==> config.mk <==
export PLATFORM = sky130hd
export DESIGN_NAME = dynamic_priority_scheduler_core
export DESIGN_NICKNAME = d
export VERILOG_FILES = /design/src/sv/dps_pkg.sv /design/src/sv/dps_cell.sv /design/src/sv/dynamic_priority_scheduler_core.sv
export VERILOG_INCLUDE_DIRS = /design/src /design/src/sv
export SDC_FILE = /design/constraint.sdc
export NUM_CORES = 1
export LEC_CHECK = 0
export BUFFER_PORTS_ARGS = -buffer_cell sky130_fd_sc_hd__buf_2
export CAP_MARGIN = 10
export CORE_MARGIN = 4
export CORE_UTILIZATION = 50
export DETAILED_ROUTE_END_ITERATION = 8
export PLACE_DENSITY = 0.66
export SYNTH_ARGS = -nofsm -noshare
export SYNTH_HDL_FRONTEND = slang
export SYNTH_HIERARCHICAL = 1
export SYNTH_SLANG_ARGS = --single-unit
==> constraint.sdc <==
create_clock -name clk -period 3.46 [get_ports clk]
set_input_delay 1.038 -clock clk [delete_from_list [all_inputs] [get_ports clk]]
set_output_delay 1.038 -clock clk [all_outputs]
set_load 0.05 [all_outputs]
==> src/sv/dynamic_priority_scheduler_core_defines.svh <==
// assertion macros for the dynamic priority scheduler
// used at the end of the top level, expects clk and rst in scope
`ifndef DYNAMIC_PRIORITY_SCHEDULER_CORE_DEFINES_SVH
`define DYNAMIC_PRIORITY_SCHEDULER_CORE_DEFINES_SVH

// same-cycle implication, checked outside reset
`define DPS_ASSERT_IMP(label, cond, expr, msg) \
  label: assert property (@(posedge clk) disable iff (rst) (cond) |-> (expr)) \
    else $error(msg);

// next-cycle implication, checked outside reset
`define DPS_ASSERT_NXT(label, cond, expr, msg) \
  label: assert property (@(posedge clk) disable iff (rst) (cond) |=> (expr)) \
    else $error(msg);

`endif

==> src/sv/dps_pkg.sv <==
// shared types and constants for the dynamic priority scheduler
// no dependencies
package dps_pkg;

  localparam int SLOTS   = 16;
  localparam int IDX_W   = (SLOTS > 1) ? $clog2(SLOTS) : 1;
  localparam int CNT_W   = $clog2(SLOTS + 1);
  localparam int SLOT_FW = 4;
  localparam int REQ_W   = 4;
  localparam int NEED_W  = 4;
  localparam int RC_W    = 4;
  localparam int PRIO_W  = 5;

  typedef logic signed [PRIO_W-1:0] prio_t;

  localparam prio_t PRIO_MIN = 5'sb10000;

  localparam logic KIND_LOAD = 1'b0;
  localparam logic KIND_TICK = 1'b1;

  typedef enum logic {
    ST_IDLE,
    ST_SCAN
  } state_t;

  // candidate handed along the cell chain
  typedef struct packed {
    logic              vld;
    logic [IDX_W-1:0]  idx;
    prio_t             prio;
    logic [RC_W-1:0]   rc;
    logic [NEED_W-1:0] need;
  } cand_t;

  // load broadcast to all cells
  typedef struct packed {
    logic              en;
    logic [IDX_W-1:0]  idx;
    prio_t             prio;
    logic [NEED_W-1:0] need;
  } load_t;

  // winner update broadcast to all cells
  typedef struct packed {
    logic             en;
    logic [IDX_W-1:0] idx;
    prio_t            prio;
    logic [RC_W-1:0]  rc;
    logic             fin;
  } upd_t;

endpackage

==> src/sv/dps_cell.sv <==
// one process table entry plus one stage of the max-priority chain
// depends on dps_pkg
module dps_cell import dps_pkg::*; (
  input  logic             clk,
  input  logic             rst,
  input  logic [IDX_W-1:0] cell_idx,
  input  load_t            load,
  input  upd_t             upd,
  input  cand_t            cand_in,
  output cand_t            cand_out
);

  logic              valid;
  prio_t             prio;
  logic [NEED_W-1:0] need;
  logic [RC_W-1:0]   rc;
  logic              load_hit;
  logic              upd_hit;
  logic              take_own;

  assign load_hit = load.en && (load.idx == cell_idx);
  assign upd_hit  = upd.en && (upd.idx == cell_idx);

  // entry valid bit
  always_ff @(posedge clk) begin
    if (rst) begin
      valid <= 1'b0;
    end else if (load_hit) begin
      valid <= 1'b1;
    end else if (upd_hit && upd.fin) begin
      valid <= 1'b0;
    end
  end

  // entry payload
  always_ff @(posedge clk) begin
    if (load_hit) begin
      prio <= load.prio;
      need <= load.need;
      rc   <= '0;
    end else if (upd_hit) begin
      prio <= upd.prio;
      rc   <= upd.rc;
    end
  end

  // own entry beats the incoming one only on strictly higher priority
  assign take_own = valid && (!cand_in.vld || ($signed(prio) > $signed(cand_in.prio)));

  // chain stage register
  always_ff @(posedge clk) begin
    if (rst) begin
      cand_out.vld <= 1'b0;
    end else begin
      cand_out.vld <= take_own || cand_in.vld;
    end
    if (take_own) begin
      cand_out.idx  <= cell_idx;
      cand_out.prio <= prio;
      cand_out.rc   <= rc;
      cand_out.need <= need;
    end else begin
      cand_out.idx  <= cand_in.idx;
      cand_out.prio <= cand_in.prio;
      cand_out.rc   <= cand_in.rc;
      cand_out.need <= cand_in.need;
    end
  end

endmodule

==> src/sv/dynamic_priority_scheduler_core.sv <==
// tick: the result word is registered into the output word when the scan ends; no new item is taken
// until the sequencer is back in idle, and the scan end waits while the output is stalled
// load: taken while the sequencer is idle, back to back, no result; loads wait while a tick scans
// the scan time is set by the chain of SLOTS cells, one cell per cycle, plus the output register
// reset clears the entry valid bits, the sequencer and the output word valid
// depends on dps_pkg, dps_cell and dynamic_priority_scheduler_core_defines.svh
`include "dynamic_priority_scheduler_core_defines.svh"

module dynamic_priority_scheduler_core import dps_pkg::*; (
  input  logic                     clk,
  input  logic                     rst,
  input  logic                     in_valid,
  output logic                     in_stall,
  input  logic                     kind,
  input  logic [SLOT_FW-1:0]       slot,
  input  logic [REQ_W-1:0]         priority_req,
  input  logic [NEED_W-1:0]        need_time,
  output logic                     out_valid,
  input  logic                     out_stall,
  output logic                     idle,
  output logic [SLOT_FW-1:0]       ran_slot,
  output logic signed [PRIO_W-1:0] priority_after,
  output logic [RC_W-1:0]          run_count_after,
  output logic                     finished
);

  state_t           state;
  state_t           state_next;
  logic [CNT_W-1:0] cnt;
  logic [CNT_W-1:0] cnt_next;
  logic             in_acc;
  logic             scan_done;
  load_t            load;
  upd_t             upd;
  cand_t            link [SLOTS+1];
  cand_t            best;
  prio_t            prio_new;
  logic [RC_W-1:0]  rc_new;
  logic             fin_new;

  assign in_acc = in_valid && !in_stall;

  // load broadcast, slots beyond the table are dropped
  always_comb begin
    load.en   = in_acc && (kind == KIND_LOAD) && (int'(slot) < SLOTS);
    load.idx  = IDX_W'(slot);
    load.prio = prio_t'({1'b0, priority_req});
    load.need = need_time;
  end

  // cell chain, candidate enters empty at the low end
  assign link[0] = '0;

  for (genvar i = 0; i < SLOTS; i++) begin : g_cell
    dps_cell u_cell (
      .clk      (clk),
      .rst      (rst),
      .cell_idx (IDX_W'(i)),
      .load     (load),
      .upd      (upd),
      .cand_in  (link[i]),
      .cand_out (link[i+1])
    );
  end

  assign best = link[SLOTS];

  // winner decay and run count
  always_comb begin
    rc_new   = best.rc + RC_W'(1);
    prio_new = (best.prio == PRIO_MIN) ? best.prio : prio_t'(best.prio - PRIO_W'(1));
    fin_new  = (rc_new >= best.need);
  end

  always_comb begin
    upd.en   = scan_done && best.vld;
    upd.idx  = best.idx;
    upd.prio = prio_new;
    upd.rc   = rc_new;
    upd.fin  = fin_new;
  end

  // sequencer state
  always_ff @(posedge clk) begin
    if (rst) begin
      state <= ST_IDLE;
      cnt   <= '0;
    end else begin
      state <= state_next;
      cnt   <= cnt_next;
    end
  end

  // next state, scan counter and handshake
  always_comb begin
    in_stall   = (state != ST_IDLE);
    scan_done  = (state == ST_SCAN) && (cnt == CNT_W'(SLOTS)) && (!out_valid || !out_stall);
    state_next = state;
    cnt_next   = cnt;
    case (state)
      ST_IDLE: begin
        cnt_next = '0;
        if (in_acc && (kind == KIND_TICK)) begin
          state_next = ST_SCAN;
        end
      end
      ST_SCAN: begin
        if (cnt != CNT_W'(SLOTS)) begin
          cnt_next = cnt + CNT_W'(1);
        end
        if (scan_done) begin
          state_next = ST_IDLE;
        end
      end
      default: begin
        state_next = ST_IDLE;
        cnt_next   = '0;
      end
    endcase
  end

  // output word valid
  always_ff @(posedge clk) begin
    if (rst) begin
      out_valid <= 1'b0;
    end else if (scan_done) begin
      out_valid <= 1'b1;
    end else if (!out_stall) begin
      out_valid <= 1'b0;
    end
  end

  // output word payload, run fields zero and idle set when the table was empty
  always_ff @(posedge clk) begin
    if (scan_done) begin
      idle            <= !best.vld;
      ran_slot        <= best.vld ? SLOT_FW'(best.idx) : '0;
      priority_after  <= best.vld ? prio_new : '0;
      run_count_after <= best.vld ? rc_new : '0;
      finished        <= best.vld && fin_new;
    end
  end

  // checks
  `DPS_ASSERT_IMP(a_idle_word_empty, out_valid && idle, (ran_slot == '0) && !finished && (run_count_after == '0), "idle word carries run data")
  `DPS_ASSERT_IMP(a_prio_decayed, out_valid && !idle, priority_after != prio_t'(5'sd15), "priority not decayed")
  `DPS_ASSERT_NXT(a_tick_blocks, in_valid && !in_stall && (kind == KIND_TICK), in_stall, "tick did not start a scan")
  `DPS_ASSERT_IMP(a_word_from_scan, $rose(out_valid), $past(state == ST_SCAN), "word appeared without a scan")

endmodule
==> results of run 1 <==
[per-layer routing]
metal / wire length [µm] / vias to the layer above
li1: - / 6941
met3: 2040 / 110
met2: 25400 / 296
met1: 20300 / 7010
met5: 0 / -
met4: 1390 / 0
[sequential cells by signal, indices dropped and copies added (netlist names), 4 cells and up]
register / cells
ran_slot: 4
g_cell.u_cell/cand_out: 288
priority_after: 5
run_count_after: 4
g_cell.u_cell/prio: 80
g_cell.u_cell/need: 64
cnt: 5
g_cell.u_cell/valid: 16
g_cell.u_cell/rc: 64
[power breakdown]
group | leakage, nW | switching [mW] | total [mW] | internal, mW
clock network | 0.878 | 2.37 | 5.76 | 3.39
logic | 5.67 | 1.07 | 2.07 | 1.00
registers | 4.55 | 0.273 | 7.18 | 6.91
total | 11.1 | 3.71 | 15.0 | 11.3
[stage by stage]
stage	instance area, µm²	std cells	setup WS (ps)	utilization [%]
detailed placement	25400	2684	511	54.3
CTS	27200	2785	869	58.1
floorplan	24600	2060	287	-
global route	27200	2786	774	58.1
global placement	25400	2684	563	54.3
finish	27200	2787	852	58.1
[cell type report]
cell class              instances  area share [%]
diodes                          2          0.0184
clock buffers                  75            5.79
clock inverters                26           0.797
inverters                     120            1.66
multi-input cells            1362            42.3
flip-flops and latches        534            45.2
well taps                     607            2.80
repair buffers                 61            1.43
[logic make-up after synthesis]
family,count (synthesis),synth area share (%)
flops,534,51.7
other cells,2,0.0316
xor+xnor,135,4.97
fa+ha+maj,88,4.63
simple gates,311,7.98
mux,362,20.0
buf+inv,164,3.83
compound gates,233,6.88
[how the worst min path moves through the flow]
stage,start,slack (ps),to,cells past startpoint
6_report,g_cell[7].u_cell/cand_out[6],440,g_cell[8].u_cell/cand_out[6],1
5_1_grt,g_cell[12].u_cell/cand_out[0],460,g_cell[13].u_cell/cand_out[0],1
4_1_cts,g_cell[7].u_cell/cand_out[6],450,g_cell[8].u_cell/cand_out[6],1
3_5_place_dp,g_cell[12].u_cell/cand_out[0],440,g_cell[13].u_cell/cand_out[0],1
3_3_place_gp,g_cell[14].u_cell/cand_out[0],440,g_cell[15].u_cell/cand_out[0],1
2_1_floorplan,g_cell[2].u_cell/cand_out[0],430,g_cell[3].u_cell/cand_out[0],1
[placed cells by master, fill, tap and decap left out, types with 9 or more instances in the layout]
cell,synthesis,layout
sky130_fd_sc_hd__a21o_1,19,19
sky130_fd_sc_hd__a21oi_1,82,82
sky130_fd_sc_hd__a21oi_4,9,9
sky130_fd_sc_hd__a31oi_1,9,9
sky130_fd_sc_hd__and2_1,29,29
sky130_fd_sc_hd__and3_1,16,16
sky130_fd_sc_hd__and4b_4,9,9
sky130_fd_sc_hd__buf_2,0,33
sky130_fd_sc_hd__buf_4,9,27
sky130_fd_sc_hd__clkbuf_16,0,55
sky130_fd_sc_hd__clkbuf_8,0,12
sky130_fd_sc_hd__clkinv_2,0,13
sky130_fd_sc_hd__conb_1,2,233
sky130_fd_sc_hd__dfxtp_1,375,372
sky130_fd_sc_hd__edfxtp_1,159,159
sky130_fd_sc_hd__ha_1,88,88
sky130_fd_sc_hd__inv_1,113,113
sky130_fd_sc_hd__mux2_2,193,193
sky130_fd_sc_hd__mux2_4,160,160
sky130_fd_sc_hd__nand2_1,45,45
sky130_fd_sc_hd__nand3_1,90,90
sky130_fd_sc_hd__nand3b_1,9,9
sky130_fd_sc_hd__nand4_1,16,16
sky130_fd_sc_hd__nor2_1,53,53
sky130_fd_sc_hd__nor4_2,9,9
sky130_fd_sc_hd__nor4_4,9,9
sky130_fd_sc_hd__o211ai_1,9,9
sky130_fd_sc_hd__o21ai_0,72,72
sky130_fd_sc_hd__o21ba_2,9,9
sky130_fd_sc_hd__xnor2_1,91,89
sky130_fd_sc_hd__xor2_1,44,44
==> metrics.log, run 1 <==
INFO  metric status = complete, no violations
INFO  metric global_route.usage.met1 = 23.4%
INFO  metric root_buffer = sky130_fd_sc_hd__clkbuf_16
INFO  metric last_element_of_the_critical_path = g_cell[7].u_cell/prio[0]
INFO  metric hold_viol = 0
INFO  metric gp_congestion = a little under 0.8
INFO  metric max-clock-path-buffers = 3
INFO  metric portion_of_the_post_synthesis_area_used_by_sequential_elements = roughly half
INFO  metric critPathLaunchType = flip-flop
INFO  metric grt_remaining_overflow = 0
INFO  metric ir_worst_vdd = ~0.5 mV
INFO  metric layout_min_cycle_time = between 2000 and 3000 ps
INFO  metric critical-path-max-stage-delay = 340 ps
INFO  metric postSynthCellCount = roughly 1.8k
INFO  metric clock_tree.htree_level_count = 2
INFO  metric clk_pin_slew_worst_paths = 60 ps
INFO  metric clock_skew = between 20 and 25 ps
INFO  metric final_max_slew_viols = 0
INFO  metric worst_path_max_delay_cell = sky130_fd_sc_hd__and3_4
INFO  metric synth_top_cell_by_area = sky130_fd_sc_hd__dfxtp_1
INFO  metric grt_setup_unrepaired = no
INFO  metric worstPathMaxFanout = 32
INFO  metric timing.fmax = 383 MHz
INFO  metric post_cts.repair.setup_buffers = 0
INFO  metric ys_ff_latch = ~530
INFO  metric synth_top_cells_by_area = sky130_fd_sc_hd__dfxtp_1, sky130_fd_sc_hd__edfxtp_1, sky130_fd_sc_hd__mux2_4, sky130_fd_sc_hd__mux2_2, sky130_fd_sc_hd__ha_1
INFO  metric setup.worst_path.end_class = flip-flop
INFO  metric grtUsageTotal = between 10% and 20%
INFO  metric ys_types = 45
INFO  metric first_global_vias = 14.8k
INFO  metric areaGrowthSynthToFinish = 14.3%
INFO  metric cts_resized = 0
INFO  metric numPortBuffers = 33
INFO  metric numClockSinks = 534
INFO  metric drv_cap = 0
INFO  metric worst_path_dominant_cell_family = simple AND/OR/NAND/NOR gates
INFO  metric chipWidth = roughly 230 µm
INFO  metric die_height = around 230 µm
INFO  metric antenna_violations_before_repair = 1
INFO  metric initial_core_utilization = 50.8%
INFO  metric remaining_max_slew_budget_at_the_tightest_pin = approximately 22%
INFO  metric syn_area_cell = around 13 µm²
INFO  metric setup-violations-final = 0
INFO  metric drt_pass1_iterations = 5
INFO  metric filler_cell_count = 3851
INFO  metric groute.layer.met2.usage = 35.7%
INFO  metric required = between 3000 and 4000 ps
INFO  metric detailroute.via_count = about 14k
INFO  metric routed_wl = 49200 µm
INFO  metric die_area = 51100 µm²
INFO  metric routed_via_density = 5.15
INFO  metric largest_net_degree_at_the_start_of_global_routing = 33
INFO  metric crit_type = reg2reg
INFO  metric gr-usage-met3 = under 10%
INFO  metric dominantRegCellSynth = sky130_fd_sc_hd__dfxtp_1
INFO  metric p_leak = roughly 11 nW
INFO  metric final_antenna_net_count = 0
INFO  metric ios = 34
INFO  metric syn-cell-area = 23800 µm²
INFO  metric post_cts_hold_buffer_count = 0
INFO  metric reg2regPathDepth = 9
INFO  metric grt_busiest_layer = met2
INFO  metric synth_top_area_share = between 30% and 40%
INFO  metric routed_wire_length_per_instance = roughly 18 µm
INFO  metric fin_setup_tns = 0 ps
INFO  metric worst_hold_path_type = reg2reg
INFO  metric multi_input_comb_area = between 10000 and 15000 µm²
INFO  metric reg2reg_to = g_cell[7].u_cell/prio[0]
INFO  metric cts_buffers = 54
INFO  metric period_share = 75.4%
INFO  metric timing_worst_slew_pin_value = ~1200 ps
INFO  metric tritoncts = yes
INFO  metric layout.area.seq = around 12000 µm²
INFO  metric power.total = around 15 mW
INFO  metric post_layout_net_count = 2238
INFO  metric detailedPlacementHpwl = approximately 33000 µm
INFO  metric timing.critical_path.cells = inv_1, ha_1, and4bb_4, and3_4, and2_1, buf_12, nand2_1, o21ai_0, buf_4
INFO  metric worst_setup_path_startpoint = cnt[0]
INFO  metric worst_r2r_startpoint = cnt[0]
INFO  metric clkLatencyLatePin = 590 ps
INFO  metric cp_num_cells = 9
INFO  metric drive_above_1_share = a little over a quarter
INFO  metric grt_first_pass_wirelength = between 70000 and 80000 µm
INFO  metric ys_async_sr_fraction = 0%
INFO  metric arrival = around 2900 ps
INFO  metric yosysMostFrequentCell = sky130_fd_sc_hd__dfxtp_1
INFO  metric power_density = around 550 nW/µm²
INFO  metric synth_edf_count = 159
INFO  metric yosys_warnings = 6
INFO  metric drt-initial-drc-count = between 700 and 800
INFO  metric design.core.area = between 40000 and 50000 µm²
INFO  metric timing.critical_path.buf_inv = 3
INFO  metric regToRegSetupSlack = 850 ps
INFO  metric ys_top_cells_by_count = sky130_fd_sc_hd__dfxtp_1, sky130_fd_sc_hd__mux2_2, sky130_fd_sc_hd__mux2_4, sky130_fd_sc_hd__edfxtp_1, sky130_fd_sc_hd__inv_1
INFO  metric fp-row-count = ~80
INFO  metric hold-worst-slack = around 440 ps
INFO  metric route.detailed.drc = 0
Note: power is estimated with default switching activity, not from simulation.
==> run 2: changes to the inputs <==
--- a/config.mk
+++ b/config.mk
@@ -6,6 +6,7 @@
 export SDC_FILE = /design/constraint.sdc
 export NUM_CORES = 1
 export LEC_CHECK = 0
+export ABC_AREA = 1
 export BUFFER_PORTS_ARGS = -buffer_cell sky130_fd_sc_hd__buf_2
 export CAP_MARGIN = 10
 export CORE_MARGIN = 4
==> constraint.sdc (replaced) <==
create_clock -name clk -period 2.7 [get_ports clk]
set_input_delay 0.81 -clock clk [delete_from_list [all_inputs] [get_ports clk]]
set_output_delay 0.81 -clock clk [all_outputs]
set_load 0.05 [all_outputs]
==> run 2 against run 1 <==
Maximum frequency is 6.8% higher. Non-clock buffer count is 20 higher. Utilization is 0.067 points lower. Largest cell class unchanged. Flip-flop and latch count stayed put. Cell area is 0.12% lower. Highest routed layer unchanged.
==> metrics.log, run 2 <==
INFO  metric regToRegSetupSlack = roughly 260 ps
INFO  metric tritoncts = yes
INFO  metric multi_input_comb_area = approximately 10000 µm²
INFO  metric remaining_max_slew_budget_at_the_tightest_pin = a little under half
INFO  metric setup-violations-final = 0
INFO  metric groute.layer.met2.usage = between 30 and 40%
INFO  metric setup.worst_path.end_class = flip-flop
INFO  metric drv_cap = 0
INFO  metric grt_busiest_layer = met2
INFO  metric detailedPlace.worstSlack = -3.88 ps
INFO  metric first_global_vias = 18.3k
INFO  metric final_antenna_net_count = 0
INFO  metric initial_core_utilization = between 50% and 60%
INFO  metric die_height = 226 µm
INFO  metric ys_ff_latch = roughly 530
INFO  metric power_density = a little under 800 nW/µm²
INFO  metric grtUsageTotal = a little under a quarter
INFO  metric die_area = a little over 50000 µm²
INFO  metric filler_cell_count = between 4k and 5k
INFO  metric commonest_non_fill_non_tap_cell_in_the_layout = sky130_fd_sc_hd__nand2_1
INFO  metric final_cell_count_no_fill = 3826
INFO  metric synth_top_cell_by_area = sky130_fd_sc_hd__dfxtp_1
INFO  metric clk_pin_slew_worst_paths = roughly 60 ps
INFO  metric timing_worst_slew_pin_value = about 800 ps
INFO  metric ys_top_cells_by_count = sky130_fd_sc_hd__nand2_1, sky130_fd_sc_hd__dfxtp_1, sky130_fd_sc_hd__inv_1, sky130_fd_sc_hd__nand3_1, sky130_fd_sc_hd__edfxtp_1
INFO  metric layout.area.seq = around 12000 µm²
INFO  metric worst_r2r_startpoint = g_cell[15].u_cell/cand_out[17]
INFO  metric period_share = about nine tenths
INFO  metric portion_of_the_post_synthesis_area_used_by_sequential_elements = 51.7%
INFO  metric grt_first_pass_wirelength = 92400 µm
INFO  metric reg2reg_to = g_cell[10].u_cell/prio[2]
INFO  metric post_layout_net_count = 3277
INFO  metric final_cell_area = approximately 27000 µm²
INFO  metric route.detailed.drc = 0
INFO  metric placed_cells_incl_taps = between 3k and 4k
INFO  metric routed_wire_length_per_instance = ~15 µm
INFO  metric arrival = between 2000 and 3000 ps
INFO  metric cts_resized = 0
INFO  metric post_cts_hold_buffer_count = 0
INFO  metric critPathLaunchType = flip-flop
INFO  metric drt_pass1_iterations = 5
INFO  metric yosys_warnings = 6
INFO  metric cts_buffers = 54
INFO  metric most_frequent_cells_in_the_layout = sky130_fd_sc_hd__nand2_1, sky130_fd_sc_hd__dfxtp_1, sky130_fd_sc_hd__inv_1, sky130_fd_sc_hd__nand3_1, sky130_fd_sc_hd__conb_1
INFO  metric antenna_violations_before_repair = 2
INFO  metric ys_types = 27
INFO  metric syn_area_cell = slightly above 8 µm²
INFO  metric grt_remaining_overflow = 0
INFO  metric design.core.area = 46800 µm²
INFO  metric global_route.usage.met1 = between 20% and 30%
INFO  metric numClockSinks = 534
INFO  metric timing.fmax = 410 MHz
INFO  metric grt_setup_unrepaired = no
INFO  metric worst_hold_path_type = reg2reg
INFO  metric yosysMostFrequentCell = sky130_fd_sc_hd__nand2_1
INFO  metric detailedPlacementHpwl = 38800 µm
INFO  metric drt-initial-drc-count = ~1.2k
INFO  metric p_leak = between 10 and 15 nW
INFO  metric ys_async_sr_fraction = 0%
INFO  metric postSynthCellCount = a little under 3k
INFO  metric finalWorstSetupSlack = 258 ps
INFO  metric ir_worst_vdd = around 0.56 mV
INFO  metric gp_congestion = 0.824
INFO  metric fp-row-count = ~80
INFO  metric ios = 34
INFO  metric syn-cell-area = about 24000 µm²
INFO  metric max_flop_register = g_cell.u_cell/cand_out
INFO  metric placedInstanceArea = roughly 25000 µm²
INFO  metric final_max_slew_viols = 0
INFO  metric routed_via_density = slightly below 5
INFO  metric max-clock-path-buffers = 3
INFO  metric detailroute.via_count = around 19k
INFO  metric status = complete, no violations
INFO  metric clock_tree.htree_level_count = 2
INFO  metric largestRegisters = g_cell.u_cell/cand_out x288, g_cell.u_cell/prio x80
INFO  metric number_of_flip_flops_under_the_largest_register_name = about 290
INFO  metric layout_min_cycle_time = 2440 ps
INFO  metric hold_end = g_cell[11].u_cell/cand_out[6]
INFO  metric crit_type = reg2reg
INFO  metric required = 2970 ps
INFO  metric worst_hold_path_cells = 2
INFO  metric worstPathMaxFanout = 16
INFO  metric reg2regPathDepth = 7
INFO  metric clock_skew = 17.5 ps
INFO  metric power.total = approximately 21 mW
INFO  metric post_cts.repair.setup_buffers = 0
INFO  metric drive_above_1_share = under 10%
INFO  metric root_buffer = sky130_fd_sc_hd__clkbuf_16
INFO  metric hold_viol = 0
INFO  metric clkLatencyLatePin = roughly 600 ps
INFO  metric routed_wl = between 50000 and 60000 µm
INFO  metric synth_edf_count = between 150 and 200
INFO  metric gr-usage-met3 = under 10%
INFO  metric synth_top_cells_by_area = sky130_fd_sc_hd__dfxtp_1, sky130_fd_sc_hd__edfxtp_1, sky130_fd_sc_hd__nand2_1, sky130_fd_sc_hd__nand3_1, sky130_fd_sc_hd__inv_1
INFO  metric finish.utilization = roughly three fifths
INFO  metric chipWidth = approximately 230 µm
INFO  metric worst_setup_path_startpoint = g_cell[15].u_cell/cand_out[17]
INFO  metric dominantRegCellSynth = sky130_fd_sc_hd__dfxtp_1
INFO  metric largest_net_degree_at_the_start_of_global_routing = 34
INFO  metric areaGrowthSynthToFinish = 14.3%
INFO  metric numPortBuffers = 33
INFO  metric holdCritStartpoint = g_cell[10].u_cell/cand_out[6]
INFO  metric synth_top_area_share = a little under a third
[run 2: power by group]
group,total [mW],internal [mW],switching (mW)
clock network,7.60,4.53,3.07
logic,3.61,1.22,2.39
registers,9.90,9.38,0.513
total,21.1,15.1,5.97
[run 2: per-layer routing]
metal,vias to the layer above,routed length (µm)
li1,9688,-
met1,8634,24600
met2,401,27500
met3,146,2770
met4,0,2010
met5,-,0
[run 2: worst max-delay path: stages, from the launching register on]
cell and delay [ps]:
sky130_fd_sc_hd__dfxtp_1 480, sky130_fd_sc_hd__clkinv_1 360, sky130_fd_sc_hd__nor2_1 300, sky130_fd_sc_hd__buf_12 190
sky130_fd_sc_hd__o21ai_0 90, sky130_fd_sc_hd__nor2_1 130, sky130_fd_sc_hd__nand3b_1 270, sky130_fd_sc_hd__nand2_1 300
[run 2: worst max path at each step]
stage | endpoint | slack, ps | depth (start not counted)
CTS | g_cell[3].u_cell/prio[2] | 260 | 7
finish | g_cell[10].u_cell/prio[2] | 260 | 7
global route | g_cell[3].u_cell/prio[2] | 70 | 7
detailed placement | g_cell[3].u_cell/prio[4] | -4 | 9
global placement | g_cell[10].u_cell/prio[1] | 50 | 9
floorplan | g_cell[10].u_cell/prio[0] | 250 | 7
[run 2: layout make-up]
class                      instances  share of cell area (%)
tap                              607                    2.80
antenna                            1                 0.00922
timing repair buffer              81                    2.17
sequential                       534                    45.3
inverter                         334                    4.62
clock inverter                    24                   0.789
multi-input combinational       2167                    38.3
clock buffer                      78                    6.07
[run 2: cell families (layout without fill, tap and decap cells)]
group,count (synthesis),count (layout),share of synthesized area [%]
buf+inv,415,517,7.42
compound gates,245,245,5.25
xor+xnor,37,37,1.37
simple gates,1613,1613,29.6
fa+ha+maj,88,88,4.64
flops,534,534,51.7
other cells,2,185,0.0316
[run 2: per-stage QoR]
stage	hold slack [ps]	setup TNS, ps
6_report	422	0
5_1_grt	436	0
4_1_cts	423	0
3_5_place_dp	409	-19.0
3_3_place_gp	410	0
2_1_floorplan	396	0
